==> src/hdl/sida_pkg.sv <==
// Package for the signed integer to decimal ASCII converter.
// Holds the character codes, the FSM state type and the BCD cell control struct.
// No dependencies.
package sida_pkg;

	// Input word width and number of BCD digit cells (2^32-1 has ten digits)
	localparam int VALUE_W    = 32;
	localparam int NUM_DIGITS = 10;

	// ASCII codes
	localparam logic [7:0] CH_ZERO    = 8'd48;
	localparam logic [7:0] CH_MINUS   = 8'd45;
	localparam logic [7:0] CH_NEWLINE = 8'd10;

	// Converter sequencer states
	typedef enum logic [2:0] {
		ST_IDLE,
		ST_CONV,
		ST_SIGN,
		ST_DIGITS,
		ST_NEWLINE
	} state_t;

	// Control broadcast to every BCD cell
	typedef struct packed {
		logic clear;   // zero the digit
		logic dabble;  // add-3 correction, then shift one binary bit in
		logic shift;   // take the digit of the lower neighbor
	} cell_ctrl_t;

endpackage

==> src/hdl/sida_cell.sv <==
// One BCD digit cell of the double-dabble chain.
// Depends on sida_pkg (cell_ctrl_t).
module sida_cell (
	input  logic                  clk,
	input  logic                  arst_n,
	input  sida_pkg::cell_ctrl_t  ctrl,
	input  logic                  bit_in,
	input  logic [3:0]            digit_in,
	output logic                  bit_out,
	output logic [3:0]            digit
);

	logic [3:0] digit_q;
	logic [3:0] adj;

	// add 3 when the digit would overflow past 9 after doubling
	always_comb begin
		adj     = (digit_q >= 4'd5) ? (digit_q + 4'd3) : digit_q;
		bit_out = adj[3];
		digit   = digit_q;
	end

	// digit register: clear, binary shift, or digit hand-off toward the top cell
	always_ff @(posedge clk or negedge arst_n) begin
		if (!arst_n) begin
			digit_q <= 4'd0;
		end else if (ctrl.clear) begin
			digit_q <= 4'd0;
		end else if (ctrl.dabble) begin
			digit_q <= {adj[2:0], bit_in};
		end else if (ctrl.shift) begin
			digit_q <= digit_in;
		end
	end

endmodule

==> src/hdl/signed_int_to_decimal_ascii.sv <==
// Top level: signed 32-bit integer to decimal ASCII text, one character per transfer.
// Depends on sida_pkg and sida_cell.
//
//   channel | signals                             | dir | meaning
//   input   | in_valid, in_stall, value,          | in  | one integer per transfer
//           | append_newline                      |     |
//   output  | out_valid, out_stall, char_code,    | out | one character per transfer,
//           | last                                |     | last marks end of text
//
// Each item runs through an accept step, 32 double-dabble shifts through the ten-cell
// BCD chain, a sign step for negative values, a step for each digit cell (leading
// zeros are dropped there) and, if requested, a newline step.
// Reset is asynchronous, active low, and returns the sequencer to idle with the
// output empty. A stalled output holds its character and stalls the sequencer only in
// states that emit; the next integer is taken while the final character still waits.
module signed_int_to_decimal_ascii (
	input  logic        clk,
	input  logic        arst_n,
	input  logic        in_valid,
	output logic        in_stall,
	input  logic [31:0] value,
	input  logic        append_newline,
	output logic        out_valid,
	input  logic        out_stall,
	output logic [7:0]  char_code,
	output logic        last
);

	localparam int BCNT_W = $clog2(sida_pkg::VALUE_W);
	localparam int DCNT_W = $clog2(sida_pkg::NUM_DIGITS + 1);

	sida_pkg::state_t      state_q, state_d;
	sida_pkg::cell_ctrl_t  ctrl;

	logic [sida_pkg::VALUE_W-1:0]  mag_q;
	logic [sida_pkg::VALUE_W-1:0]  mag_w;
	logic                          neg_q;
	logic                          nl_q;
	logic [BCNT_W-1:0]             bcnt_q;
	logic [DCNT_W-1:0]             dcnt_q;
	logic                          started_q;

	logic                          out_valid_q;
	logic [7:0]                    char_q;
	logic                          last_q;

	logic [sida_pkg::NUM_DIGITS-1:0]       bit_chain;
	logic [sida_pkg::NUM_DIGITS-1:0][3:0]  digits_w;
	logic [sida_pkg::NUM_DIGITS-1:0][3:0]  digit_in_w;
	logic [3:0]                            digit_top;

	logic        accept;
	logic        out_free;
	logic        skip;
	logic        emit;
	logic [7:0]  emit_char;
	logic        emit_last;

	// magnitude; the most negative value maps to 2^31, which fits unsigned
	assign mag_w = value[31] ? (~value + 32'd1) : value;

	// BCD cell chain: binary bits enter at cell 0, digits leave from the top cell
	assign bit_chain[0] = mag_q[sida_pkg::VALUE_W-1];
	genvar gi;
	generate
		for (gi = 0; gi < sida_pkg::NUM_DIGITS; gi++) begin : g_cell
			if (gi == 0) begin : g_first
				assign digit_in_w[gi] = 4'd0;
			end else begin : g_rest
				assign digit_in_w[gi] = digits_w[gi-1];
			end
			if (gi == sida_pkg::NUM_DIGITS - 1) begin : g_top
				sida_cell u_cell (
					.clk      (clk),
					.arst_n   (arst_n),
					.ctrl     (ctrl),
					.bit_in   (bit_chain[gi]),
					.digit_in (digit_in_w[gi]),
					.bit_out  (),
					.digit    (digits_w[gi])
				);
			end else begin : g_mid
				sida_cell u_cell (
					.clk      (clk),
					.arst_n   (arst_n),
					.ctrl     (ctrl),
					.bit_in   (bit_chain[gi]),
					.digit_in (digit_in_w[gi]),
					.bit_out  (bit_chain[gi+1]),
					.digit    (digits_w[gi])
				);
			end
		end
	endgenerate

	assign digit_top = digits_w[sida_pkg::NUM_DIGITS-1];

	// state register
	always_ff @(posedge clk or negedge arst_n) begin
		if (!arst_n) begin
			state_q <= sida_pkg::ST_IDLE;
		end else begin
			state_q <= state_d;
		end
	end

	// next state, cell control and character generation
	always_comb begin
		out_free  = !out_valid_q || !out_stall;
		skip      = !started_q && (digit_top == 4'd0) && (dcnt_q != DCNT_W'(1));
		in_stall  = (state_q != sida_pkg::ST_IDLE);
		accept    = in_valid && !in_stall;
		state_d   = state_q;
		ctrl      = '0;
		emit      = 1'b0;
		emit_char = sida_pkg::CH_ZERO + {4'd0, digit_top};
		emit_last = 1'b0;
		unique case (state_q)
			sida_pkg::ST_IDLE: begin
				if (in_valid) begin
					ctrl.clear = 1'b1;
					state_d    = sida_pkg::ST_CONV;
				end
			end
			sida_pkg::ST_CONV: begin
				ctrl.dabble = 1'b1;
				if (bcnt_q == BCNT_W'(sida_pkg::VALUE_W - 1)) begin
					state_d = neg_q ? sida_pkg::ST_SIGN : sida_pkg::ST_DIGITS;
				end
			end
			sida_pkg::ST_SIGN: begin
				if (out_free) begin
					emit      = 1'b1;
					emit_char = sida_pkg::CH_MINUS;
					state_d   = sida_pkg::ST_DIGITS;
				end
			end
			sida_pkg::ST_DIGITS: begin
				if (skip) begin
					ctrl.shift = 1'b1;
				end else if (out_free) begin
					emit       = 1'b1;
					emit_last  = (dcnt_q == DCNT_W'(1)) && !nl_q;
					ctrl.shift = 1'b1;
					if (dcnt_q == DCNT_W'(1)) begin
						state_d = nl_q ? sida_pkg::ST_NEWLINE : sida_pkg::ST_IDLE;
					end
				end
			end
			sida_pkg::ST_NEWLINE: begin
				if (out_free) begin
					emit      = 1'b1;
					emit_char = sida_pkg::CH_NEWLINE;
					emit_last = 1'b1;
					state_d   = sida_pkg::ST_IDLE;
				end
			end
			default: begin
				state_d = sida_pkg::ST_IDLE;
			end
		endcase
	end

	// sequencer control: counters, sign and newline flags
	always_ff @(posedge clk or negedge arst_n) begin
		if (!arst_n) begin
			bcnt_q    <= '0;
			dcnt_q    <= '0;
			started_q <= 1'b0;
			neg_q     <= 1'b0;
			nl_q      <= 1'b0;
		end else if (accept) begin
			bcnt_q    <= '0;
			dcnt_q    <= DCNT_W'(sida_pkg::NUM_DIGITS);
			started_q <= 1'b0;
			neg_q     <= value[31];
			nl_q      <= append_newline;
		end else begin
			if (ctrl.dabble) begin
				bcnt_q <= bcnt_q + BCNT_W'(1);
			end
			if (ctrl.shift) begin
				dcnt_q <= dcnt_q - DCNT_W'(1);
				if (!skip) begin
					started_q <= 1'b1;
				end
			end
		end
	end

	// magnitude shift register feeding the cell chain
	always_ff @(posedge clk) begin
		if (accept) begin
			mag_q <= mag_w;
		end else if (ctrl.dabble) begin
			mag_q <= {mag_q[sida_pkg::VALUE_W-2:0], 1'b0};
		end
	end

	// output register
	always_ff @(posedge clk or negedge arst_n) begin
		if (!arst_n) begin
			out_valid_q <= 1'b0;
		end else if (emit) begin
			out_valid_q <= 1'b1;
		end else if (!out_stall) begin
			out_valid_q <= 1'b0;
		end
	end

	always_ff @(posedge clk) begin
		if (emit) begin
			char_q <= emit_char;
			last_q <= emit_last;
		end
	end

	assign out_valid = out_valid_q;
	assign char_code = char_q;
	assign last      = last_q;

endmodule

==> config.mk <==
export PLATFORM = sky130hd
export DESIGN_NAME = signed_int_to_decimal_ascii
export DESIGN_NICKNAME = d
export VERILOG_FILES = /design/src/hdl/sida_pkg.sv /design/src/hdl/sida_cell.sv /design/src/hdl/signed_int_to_decimal_ascii.sv
export SDC_FILE = /design/constraint.sdc
export NUM_CORES = 1
export LEC_CHECK = 0
export ABC_AREA = 1
export BUFFER_PORTS_ARGS = -buffer_cell sky130_fd_sc_hd__buf_4
export CAP_MARGIN = 20
export CORE_MARGIN = 1
export CORE_UTILIZATION = 55
export DETAILED_ROUTE_END_ITERATION = 6
export GPL_TIMING_DRIVEN = 0
export PLACE_DENSITY = 0.79
export SLEW_MARGIN = 40
export SYNTH_ARGS = -nofsm -noshare
export SYNTH_HDL_FRONTEND = slang
export SYNTH_SLANG_ARGS = --single-unit
==> constraint.sdc <==
create_clock -name clk -period 1.75 [get_ports clk]
set_input_delay 0.175 -clock clk [delete_from_list [all_inputs] [get_ports clk]]
set_output_delay 0.175 -clock clk [all_outputs]
set_load 0.01 [all_outputs]
# Word-level counts from Yosys, hierarchy flattened
# Index checks and enable logic that the tools add are counted.
# totals
regBits,97
inputBits,37
# op_classes
n_bitwise,1
n_eq_ne,16
addsub,14
n_lt_le_gt_ge,10
reduce_logical,19
n_mux,76
# op_table
op,count
4-bit 2-to-1 mux,41
32-bit 2-to-1 mux,3
"4-bit by 3-bit greater-or-equal comparator with 1-bit output, second input constant",10
"4-bit by 2-bit adder with 4-bit output, second input constant",9
"32-bit by 1-bit adder with 32-bit output, second input constant",1
32-bit inverter,1
3-bit 2-to-1 mux,9
"2-bit != test, second input constant",8
1-bit 2-to-1 mux,15
3-bit one-hot mux with 5 select lines,1
7-bit 2-to-1 mux,2
7-bit one-hot mux with 2 select lines,1
5-bit 2-to-1 mux,2
"6-bit by 4-bit adder with 7-bit output, first input constant",1
7-bit AND reduction,1
"3-bit by 2-bit == test with 1-bit output, second input constant",2
3-bit nonzero test,2
"5-bit by 1-bit adder with 5-bit output, second input constant",1
"5-bit == test, second input constant",1
1-bit zero test,5
"4-bit by 1-bit == test with 1-bit output, second input constant",1
1-bit logical AND,4
4-bit zero test,1
"4-bit by 1-bit != test with 1-bit output, second input constant",1
other kinds (11),13

# Depth between registers and ports, before layout
# Gate-level depths: netlist of run 1.
# logic_depth
depth_word,8
mapped_depth,11
depth_no_buf,11

# Modules after synthesis
# From an unflattened synthesis of run 1, not the netlist that was laid out.
# hier_totals
hier_cells,966
area_unflattened_um2,6804.0
# modules_own_cells
mod,n_inst,area_per_inst_um2,cells_each
signed_int_to_decimal_ascii,1,3450.8,456
sida_cell,10,335.3,51

# Least setup slack after synthesis of run 1
# OpenSTA, ideal clock, no wires.
# synth_path
kind,register to register
start,reg state_q[1]
end,reg g_cell[7].g_mid.u_cell.digit_q[1]
stages_incl_launch_ff,8
path_buffers,1
required_ps,1627
arrival_time_ps,1699
slack_ps,-72
setup_time_ps,123
period_less_slack_ps,1822
path_cell_list,dfrtp_1 inv_1 nand3_2 nand2_2 buf_2 o21ai_0 o21ai_0 nand2_1
# synth_between
elab_chain_len,4
elab_cells_between_ends,9
# synth_lines
element,line_no,rtl
from (decl),signed_int_to_decimal_ascii.sv:32,"sida_pkg::state_t state_q, state_d;"
from (signal assigned),signed_int_to_decimal_ascii.sv:101,state_q <= sida_pkg::ST_IDLE;
from (signal assigned),signed_int_to_decimal_ascii.sv:103,state_q <= state_d;
3-bit by 1-bit == test with 1-bit output,signed_int_to_decimal_ascii.sv:118,unique case (state_q)
1-bit 2-to-1 mux,signed_int_to_decimal_ascii.sv:118,
4-bit 2-to-1 mux,sida_cell.sv:29,end else if (ctrl.dabble) begin
4-bit 2-to-1 mux,sida_cell.sv:27,end else if (ctrl.clear) begin
to (signal assigned),sida_cell.sv:30,"digit_q <= {adj[2:0], bit_in};"
to (signal assigned),sida_cell.sv:32,digit_q <= digit_in;
to (decl),sida_cell.sv:13,logic [3:0] digit_q;
# Parallel ways exist; a longest one is shown, timed or not.
# A chain may end at the register's enable or synchronous reset.

# Worst setup path in the final report of run 1
# layout_path
start,reg g_cell[9].g_top.u_cell.digit_q[0]
end,reg g_cell[2].g_mid.u_cell.digit_q[1]
# layout_between
elab_chain_len,6
# layout_lines
element,line_no,rtl
from (decl),sida_cell.sv:13,
from (signal assigned),sida_cell.sv:30,
from (signal assigned),sida_cell.sv:32,
4-bit zero test,signed_int_to_decimal_ascii.sv:110,skip = !started_q && (digit_top == 4'd0) && (dcnt_q != DCNT_W'(1));
1-bit logical AND (2 in series),signed_int_to_decimal_ascii.sv:110,
1-bit 2-to-1 mux,signed_int_to_decimal_ascii.sv:139,if (skip) begin
1-bit 2-to-1 mux,signed_int_to_decimal_ascii.sv:118,
3-bit nonzero test (no source line),-,
to (signal assigned),sida_cell.sv:30,
to (signal assigned),sida_cell.sv:32,
to (decl),sida_cell.sv:13,
# Every way passes these cells.

==> results of run 1 <==
[per-layer routing]
layer	vias to the layer above	global-route usage, %
met3	30	4.903
met1	2627	35.27
met2	188	45.70
li1	2793	-
met5	-	0
met4	0	12.04
[power by group]
group,internal [W],switching (W)
Clock,0.000806,0.000816
Sequential,0.00366,0.000626
Combinational,0.00274,0.00449
Total,0.00721,0.00593
[registers in the layout, indices dropped and copies added, names as in the netlist]
signal,count
dcnt_q,4
g_cell.g_mid.u_cell.digit,36
state_q,3
last,1
g_cell.g_top.u_cell.digit,4
out_valid,1
nl_q,1
started_q,1
mag_q,32
neg_q,1
char_code,6
bcnt_q,5
[worst min-delay path, cell delays in order]
cell and delay (ns):
buf_4 0.07, inv_1 0.05, nor2_1 0.11
[layout make-up]
type	instances	share of cell area [%]
multi-input combinational	596	43.78
sequential	95	36.17
timing repair buffer	58	6.643
inverter	88	4.851
buffer	25	3.093
tap	140	2.460
clock buffer	11	1.845
clock inverter	5	1.160
[cell usage in the layout (no fill, tap or decap), types with 10 or more instances in the layout]
cell type	count
nand4_1	17
nand2_1	213
dfrtp_1	54
ha_1	26
buf_4	57
nand3_1	72
o21ai_1	13
a21oi_1	24
edfxtp_1	39
xor2_1	12
nor2_1	68
o21ai_0	90
inv_1	79
buf_2	10
o21ai_2	16
[worst paths after layout]
check                           cells after the start                         endpoint  slack [ns]                       startpoint
worst min-delay path                                3                         mag_q[0]        0.16                         value[0]
worst max register to register                     11  g_cell[2].g_mid.u_cell.digit[1]        0.03  g_cell[9].g_top.u_cell.digit[0]
max in group asynchronous                           2                       state_q[0]        0.84                           arst_n
worst min register to register                      1                        bcnt_q[3]        0.47                        bcnt_q[3]
min in group asynchronous                           2  g_cell[3].g_mid.u_cell.digit[1]        0.38                           arst_n
worst max-delay path                               11  g_cell[2].g_mid.u_cell.digit[1]        0.03  g_cell[9].g_top.u_cell.digit[0]
[per-stage QoR]
stage / setup WS [ns] / power (W) / utilization, % / std cells / area, um^2
final: 0.02835 / 0.01314 / 65.67 / 1018 / 7119
after global routing: -0.06292 / 0.01415 / 65.67 / 1018 / 7119
after CTS: 0.01226 / 0.01237 / 64.00 / 1009 / 6938
after detailed placement: -0.3364 / 0.01062 / 61.43 / 990 / 6659
after global placement: -0.2900 / 0.01030 / 61.43 / 990 / 6659
after floorplan: 0.1213 / 0.008756 / - / 805 / 6146
[kinds of logic after synthesis]
kind of cell,count (synthesis)
and+or+nand+nor,396
other,1
xor gates and xnor gates,18
AOI/OAI and AO/OA,154
adders and majority gates,26
buffers and inverters,114
DFF,95
[repair_timing]
action                     in CTS  in global routing
setup endpoints to repair      96                 56
hold buffers                    2                  0
resized for setup              11                 27
hold endpoints to repair       57                  0
cloned                          0                  3
buffers inserted                1                  7
pin swaps                       1                  3
==> impl_metrics.py, run 1 <==
metrics = {
    "synthesis": {
        "synth_warnings": 0,
        "yosys.cell_count.top_type": "nand2_1",
        "postSynthRegisterBits": 95,
        "dominant_combinational_cell_family_by_area_after_synthesis": "simple AND/OR/NAND/NOR gates",
        "synth_commonest_cells": "216 x nand2_1, 93 x o21ai_0, 82 x inv_1",
        "synthesis.area_per_instance_um2": 7.636,
        "synth-compound-area-share_pct": 14.10,
        "synth.yosys.seq_area_share_pct": 41.90,
        "post_synthesis_cells": 804,
        "netlist_top_cells_area": "dfrtp_1 23%, edfxtp_1 19%, nand2_1 13%",
        "synth_top_cell_by_area": "dfrtp_1",
        "synth_async_sr_flop_share_pct": 58.95,
        "post_synth_fa_ha_maj_area_fraction_pct": 5.299,
        "synth-main-ff-cell": "dfrtp_1",
        "post_synth_and_or_nand_nor_area_fraction_pct": 27.74,
        "fraction_of_synthesized_cell_area_taken_by_the_top_area_cell_type_pct": 22.82,
        "synth_cell_types": 36,
        "post_synth_mux_area_share_pct": 0,
        "synth_edf_count": 39,
        "yosys.area_share.xor_xnor_pct": 2.568,
        "mappedNetlistArea_um2": 6140,
    },
    "worst_hold_path": {
        "holdCritPathClass": "input pin to register",
    },
    "sta": {
        "grt_setup_unrepaired": "true",
        "final-hold-violation-count": 0,
        "final-max-slew-violation-count": 0,
        "finalCriticalPeriod_ns": 1.722,
        "timing.clock.skew_ns": 0.01227,
        "relSlewSlack_pct": 51.70,
        "max_clock_freq_mhz": 580.8,
        "final_min_period_over_clock_period_pct": 98.38,
        "worst_slew_pin_slew_ns": 0.7245,
        "totalNegativeSetupSlack_ns": 0,
        "final.hold.worst_slack_ns": 0.1590,
        "setup_viol_count_final": 0,
    },
    "placement": {
        "routabilityCongestion": 0.8933,
        "portBuffers": 45,
        "post-dp-hpwl_um": 11230,
    },
    "cts": {
        "insertion_delay_to_the_later_sink_of_the_worst_skew_pair_ns": 0.38,
        "clkSlewWorstSetupHoldPaths_ns": 0.09,
        "cts-htree-levels": 3,
        "cts-buffers-inserted": 9,
        "clock_sinks": 95,
        "cts-root-buf": "clkbuf_8",
        "clockBufferDepth": 2,
        "tritoncts": "built",
    },
    "floorplanning": {
        "core_region_area_um2": 10840,
        "die_w_um": 107.7,
        "total_die_area_um2": 11590,
        "number_of_standard_cell_rows_in_the_floorplan": 38,
        "floorplan.io_pins": 48,
        "chipHeight_um": 107.7,
        "start_util_pct": 56.64,
    },
    "critical_path": {
        "master_of_the_slowest_instance_on_the_critical_path": "dfrtp_1",
        "timing.critical_path.buf_inv": 3,
        "timing.critical_path.cells": "inv_2 > ha_1 > nand2_2 > nor2_4 > nand3_2 > o21ai_4 > nor2_8 > inv_8 > buf_12 > o21ai_1 > nand2_1",
        "critPathMaxFanout": 10,
        "setup_crit_path_kind": "register to register",
        "required_ns": 2.07,
        "critical_path.max_stage_delay_ns": 0.44,
        "critPathLaunchType": "register",
        "crit_family": "flip-flops",
        "worst_ep_arrival_time_ns": 2.04,
        "critPathCaptureType": "register",
    },
    "routing": {
        "routed-wl-met2_um": 7469,
        "detail_route.wirelength_um": 15530,
        "drt_first_iter_violations": 461,
        "route.antenna.remaining_nets": 0,
        "routed_wire_length_per_instance_um": 15.26,
        "wl_met1_um": 6825,
        "firstDrtPassIters": 5,
        "drc": 0,
        "wl_met3_um": 911,
        "vias": 5638,
        "detail_route.vias_per_cell": 5.538,
        "topRoutingLayerUsed": "met4",
    },
    "final_layout": {
        "inserted_diodes": 0,
        "register_area_um2": 2575,
        "fraction_of_layout_cells_with_a_size_suffix_above_1_pct": 16.06,
        "finish.net_count": 936,
        "multiInputGateArea_um2": 3117,
        "n_fill_cell": 935,
        "layout-area-overhead-vs-synth_pct": 15.96,
    },
    "pwr": {
        "irDropWorstVdd_mv": 1.526,
        "power_density_nw_per_um2": 1845,
        "total_leakage_power_nw": 3.342,
    },
    "global_route": {
        "global_route_wire_length_before_repair_um": 24960,
        "via_count_of_the_first_global_routing_pass": 5342,
        "antenna_found_initial": 0,
        "grt_use_total_pct": 27.60,
        "gr_ovfl_total": 0,
        "grt_start_max_net_pins": 57,
    },
    "run": {
        "timing.max_cap.violations": 0,
    },
    "status": {
        "status": "finished, final reports clean",
    },
}
Power figures use the tool's default switching activity.
==> run 2: changes to the inputs <==
Settings changed: REMOVE_ABC_BUFFERS set to 1.
==> run 2 against run 1 <==
  * The flow now finishes with violations (DRC, setup timing)
  * Highest routed layer unchanged
  * Sequential share of layout area shrank 1.8 points
  * Critical path type unchanged
  * Clock power grew 20%
  * Setup slack worse by 0.14 ns
  * Hold slack worse by 0.0096 ns
  * Power is 9.5% higher
  * Register-to-register slack got worse by 0.14 ns
  * Combinational power increased by 12%
  * Largest cell class unchanged
  * Flip-flop and latch count did not move
  * Sequential power increased by 1%
==> impl_metrics.py, run 2 (same netlist as run 1, synthesis figures left out) <==
metrics = {
    "status": {
        "status": "complete, but fails checks",
        "failed_checks": "DRC, setup timing",
    },
    "final_layout": {
        "finish.net_count": 956,
        "fraction_of_layout_cells_with_a_size_suffix_above_1_pct": 19.49,
        "layout_common_cells": "212 x nand2_1, 92 x o21ai_0, 80 x buf_4, 76 x inv_1, 71 x nand3_1",
        "inserted_diodes": 0,
        "largest_reg_flops": 36,
        "n_fill_cell": 847,
        "layout-area-overhead-vs-synth_pct": 22.23,
        "finish.cell_count_without_fillers": 1038,
        "layout_commonest_cell": "nand2_1",
    },
    "critical_path": {
        "critPathLaunchType": "register",
        "setup_crit_path_kind": "register to register",
        "critPathCaptureType": "register",
        "required_ns": 2.01,
        "critPathMaxFanout": 9,
        "r2r.worst_path.cells": 8,
        "worst_ep_arrival_time_ns": 2.12,
    },
    "pwr": {
        "irDropWorstVdd_mv": 0.9115,
        "power_density_nw_per_um2": 1917,
        "total_leakage_power_nw": 3.468,
    },
    "worst_hold_path": {
        "holdCritPathClass": "input pin to register",
        "whs_path_depth": 3,
    },
    "placement": {
        "portBuffers": 45,
        "routabilityCongestion": 0.8799,
        "post-dp-hpwl_um": 9462,
        "numPlacedInstances": 964,
    },
    "sta": {
        "grt_setup_unrepaired": "true",
        "finalCriticalPeriod_ns": 1.858,
        "final_setup_margin_ns": -0.1085,
        "max_clock_freq_mhz": 538.1,
        "worst_slew_pin_slew_ns": 0.7588,
        "final_min_period_over_clock_period_pct": 106.2,
        "final-hold-violation-count": 0,
        "timing.clock.skew_ns": 0.01808,
        "final-max-slew-violation-count": 0,
        "setup_viol_count_final": 19,
        "relSlewSlack_pct": 49.41,
        "final.hold.worst_slack_ns": 0.1494,
    },
    "floorplanning": {
        "number_of_standard_cell_rows_in_the_floorplan": 38,
        "chipHeight_um": 107.7,
        "start_util_pct": 56.64,
        "die_w_um": 107.7,
        "core_region_area_um2": 10840,
        "floorplan.io_pins": 48,
        "total_die_area_um2": 11590,
    },
    "routing": {
        "firstDrtPassIters": 7,
        "detail_route.wirelength_um": 17870,
        "wl_met3_um": 1309,
        "vias": 6201,
        "detail_route.vias_per_cell": 5.974,
        "wl_met1_um": 6947,
        "routed_wire_length_per_instance_um": 17.22,
        "drc": 4,
        "routed-wl-met2_um": 8927,
        "topRoutingLayerUsed": "met4",
        "drt_first_iter_violations": 583,
        "route.antenna.remaining_nets": 0,
    },
    "global_route": {
        "gr_ovfl_total": 0,
        "via_count_of_the_first_global_routing_pass": 5819,
        "grt_start_max_net_pins": 57,
        "antenna_found_initial": 0,
        "global_route_wire_length_before_repair_um": 26790,
        "grt_use_total_pct": 29.39,
    },
    "cts": {
        "cts-htree-levels": 3,
        "cts-buffers-inserted": 9,
        "clkSlewWorstSetupHoldPaths_ns": 0.10,
        "tritoncts": "built",
        "clockBufferDepth": 2,
        "cts-root-buf": "clkbuf_8",
        "clock_sinks": 95,
        "insertion_delay_to_the_later_sink_of_the_worst_skew_pair_ns": 0.38,
    },
    "run": {
        "timing.max_cap.violations": 0,
    },
}
[run 2: path summary, 6_finish.rpt]
kind / start / endpoint / slack (ns)
min in group asynchronous: arst_n / g_cell[7].g_mid.u_cell.digit[2] / 0.39
max in group asynchronous: arst_n / dcnt_q[0] / 0.81
worst max-delay path: state_q[1] / state_q[0] / -0.11
worst min register to register: mag_q[31] / g_cell[0].g_mid.u_cell.digit[0] / 0.49
worst max register to register: state_q[1] / state_q[0] / -0.11
worst min-delay path: value[0] / mag_q[0] / 0.15
[run 2: layout make-up]
class                   count  area [um^2]  area share, %
inverters                  88        371.6          4.952
well taps                 140        175.2          2.334
flip-flops and latches     95         2576          34.33
multi-input cells         604         3281          43.71
repair inverters            4        70.07         0.9336
repair buffers             91        765.7          10.20
clock buffers               9        123.9          1.651
clock inverters             7        141.4          1.884
[run 2: per-layer routing]
metal,global-route usage (%),up-vias
met1,36.08,2926
met4,11.35,0
met5,0,-
met2,52.38,328
met3,3.571,81
li1,-,2866
[run 2: repair_timing]
| action | CTS | global route |
|---|---|---|
| cloned | 9 | 3 |
| resized for setup | 23 | 30 |
| hold endpoints to repair | 57 | 0 |
| buffers inserted | 24 | 20 |
| hold buffers | 2 | 0 |
| pin swaps | 5 | 5 |
| endpoints found under the setup margin | 123 | 81 |
[run 2: per-stage QoR]
step	TNS (ns)	util, %	setup WS (ns)	instance area [um^2]	power, W
floorplan	-94.57	-	-1.285	5969	0.008345
global placement	-191.91	59.80	-2.379	6482	0.009620
detailed placement	-92.52	59.93	-1.278	6496	0.009961
CTS	0	66.12	0.001740	7168	0.01298
global route	-2.175	69.23	-0.1494	7505	0.01525
finish	-0.5358	69.23	-0.1085	7505	0.01438
[run 2: report_power, final]
| group | switching, W | leakage, nW | internal, W |
|---|---|---|---|
| combinational | 0.00519 | 2.24 | 0.00291 |
| sequential | 0.000680 | 1.09 | 0.00367 |
| clock | 0.000840 | 0.132 | 0.00110 |
| total | 0.00671 | 3.47 | 0.00768 |
[run 2: worst max-delay path: stages, from the launching register on]
cell,delay [ns]
dfrtp_2,0.46
clkinvlp_4,0.23
nand3_4,0.14
buf_4,0.19
o22ai_1,0.11
nor2_2,0.20
inv_1,0.10
o21ai_0,0.21
nand2_1,0.10
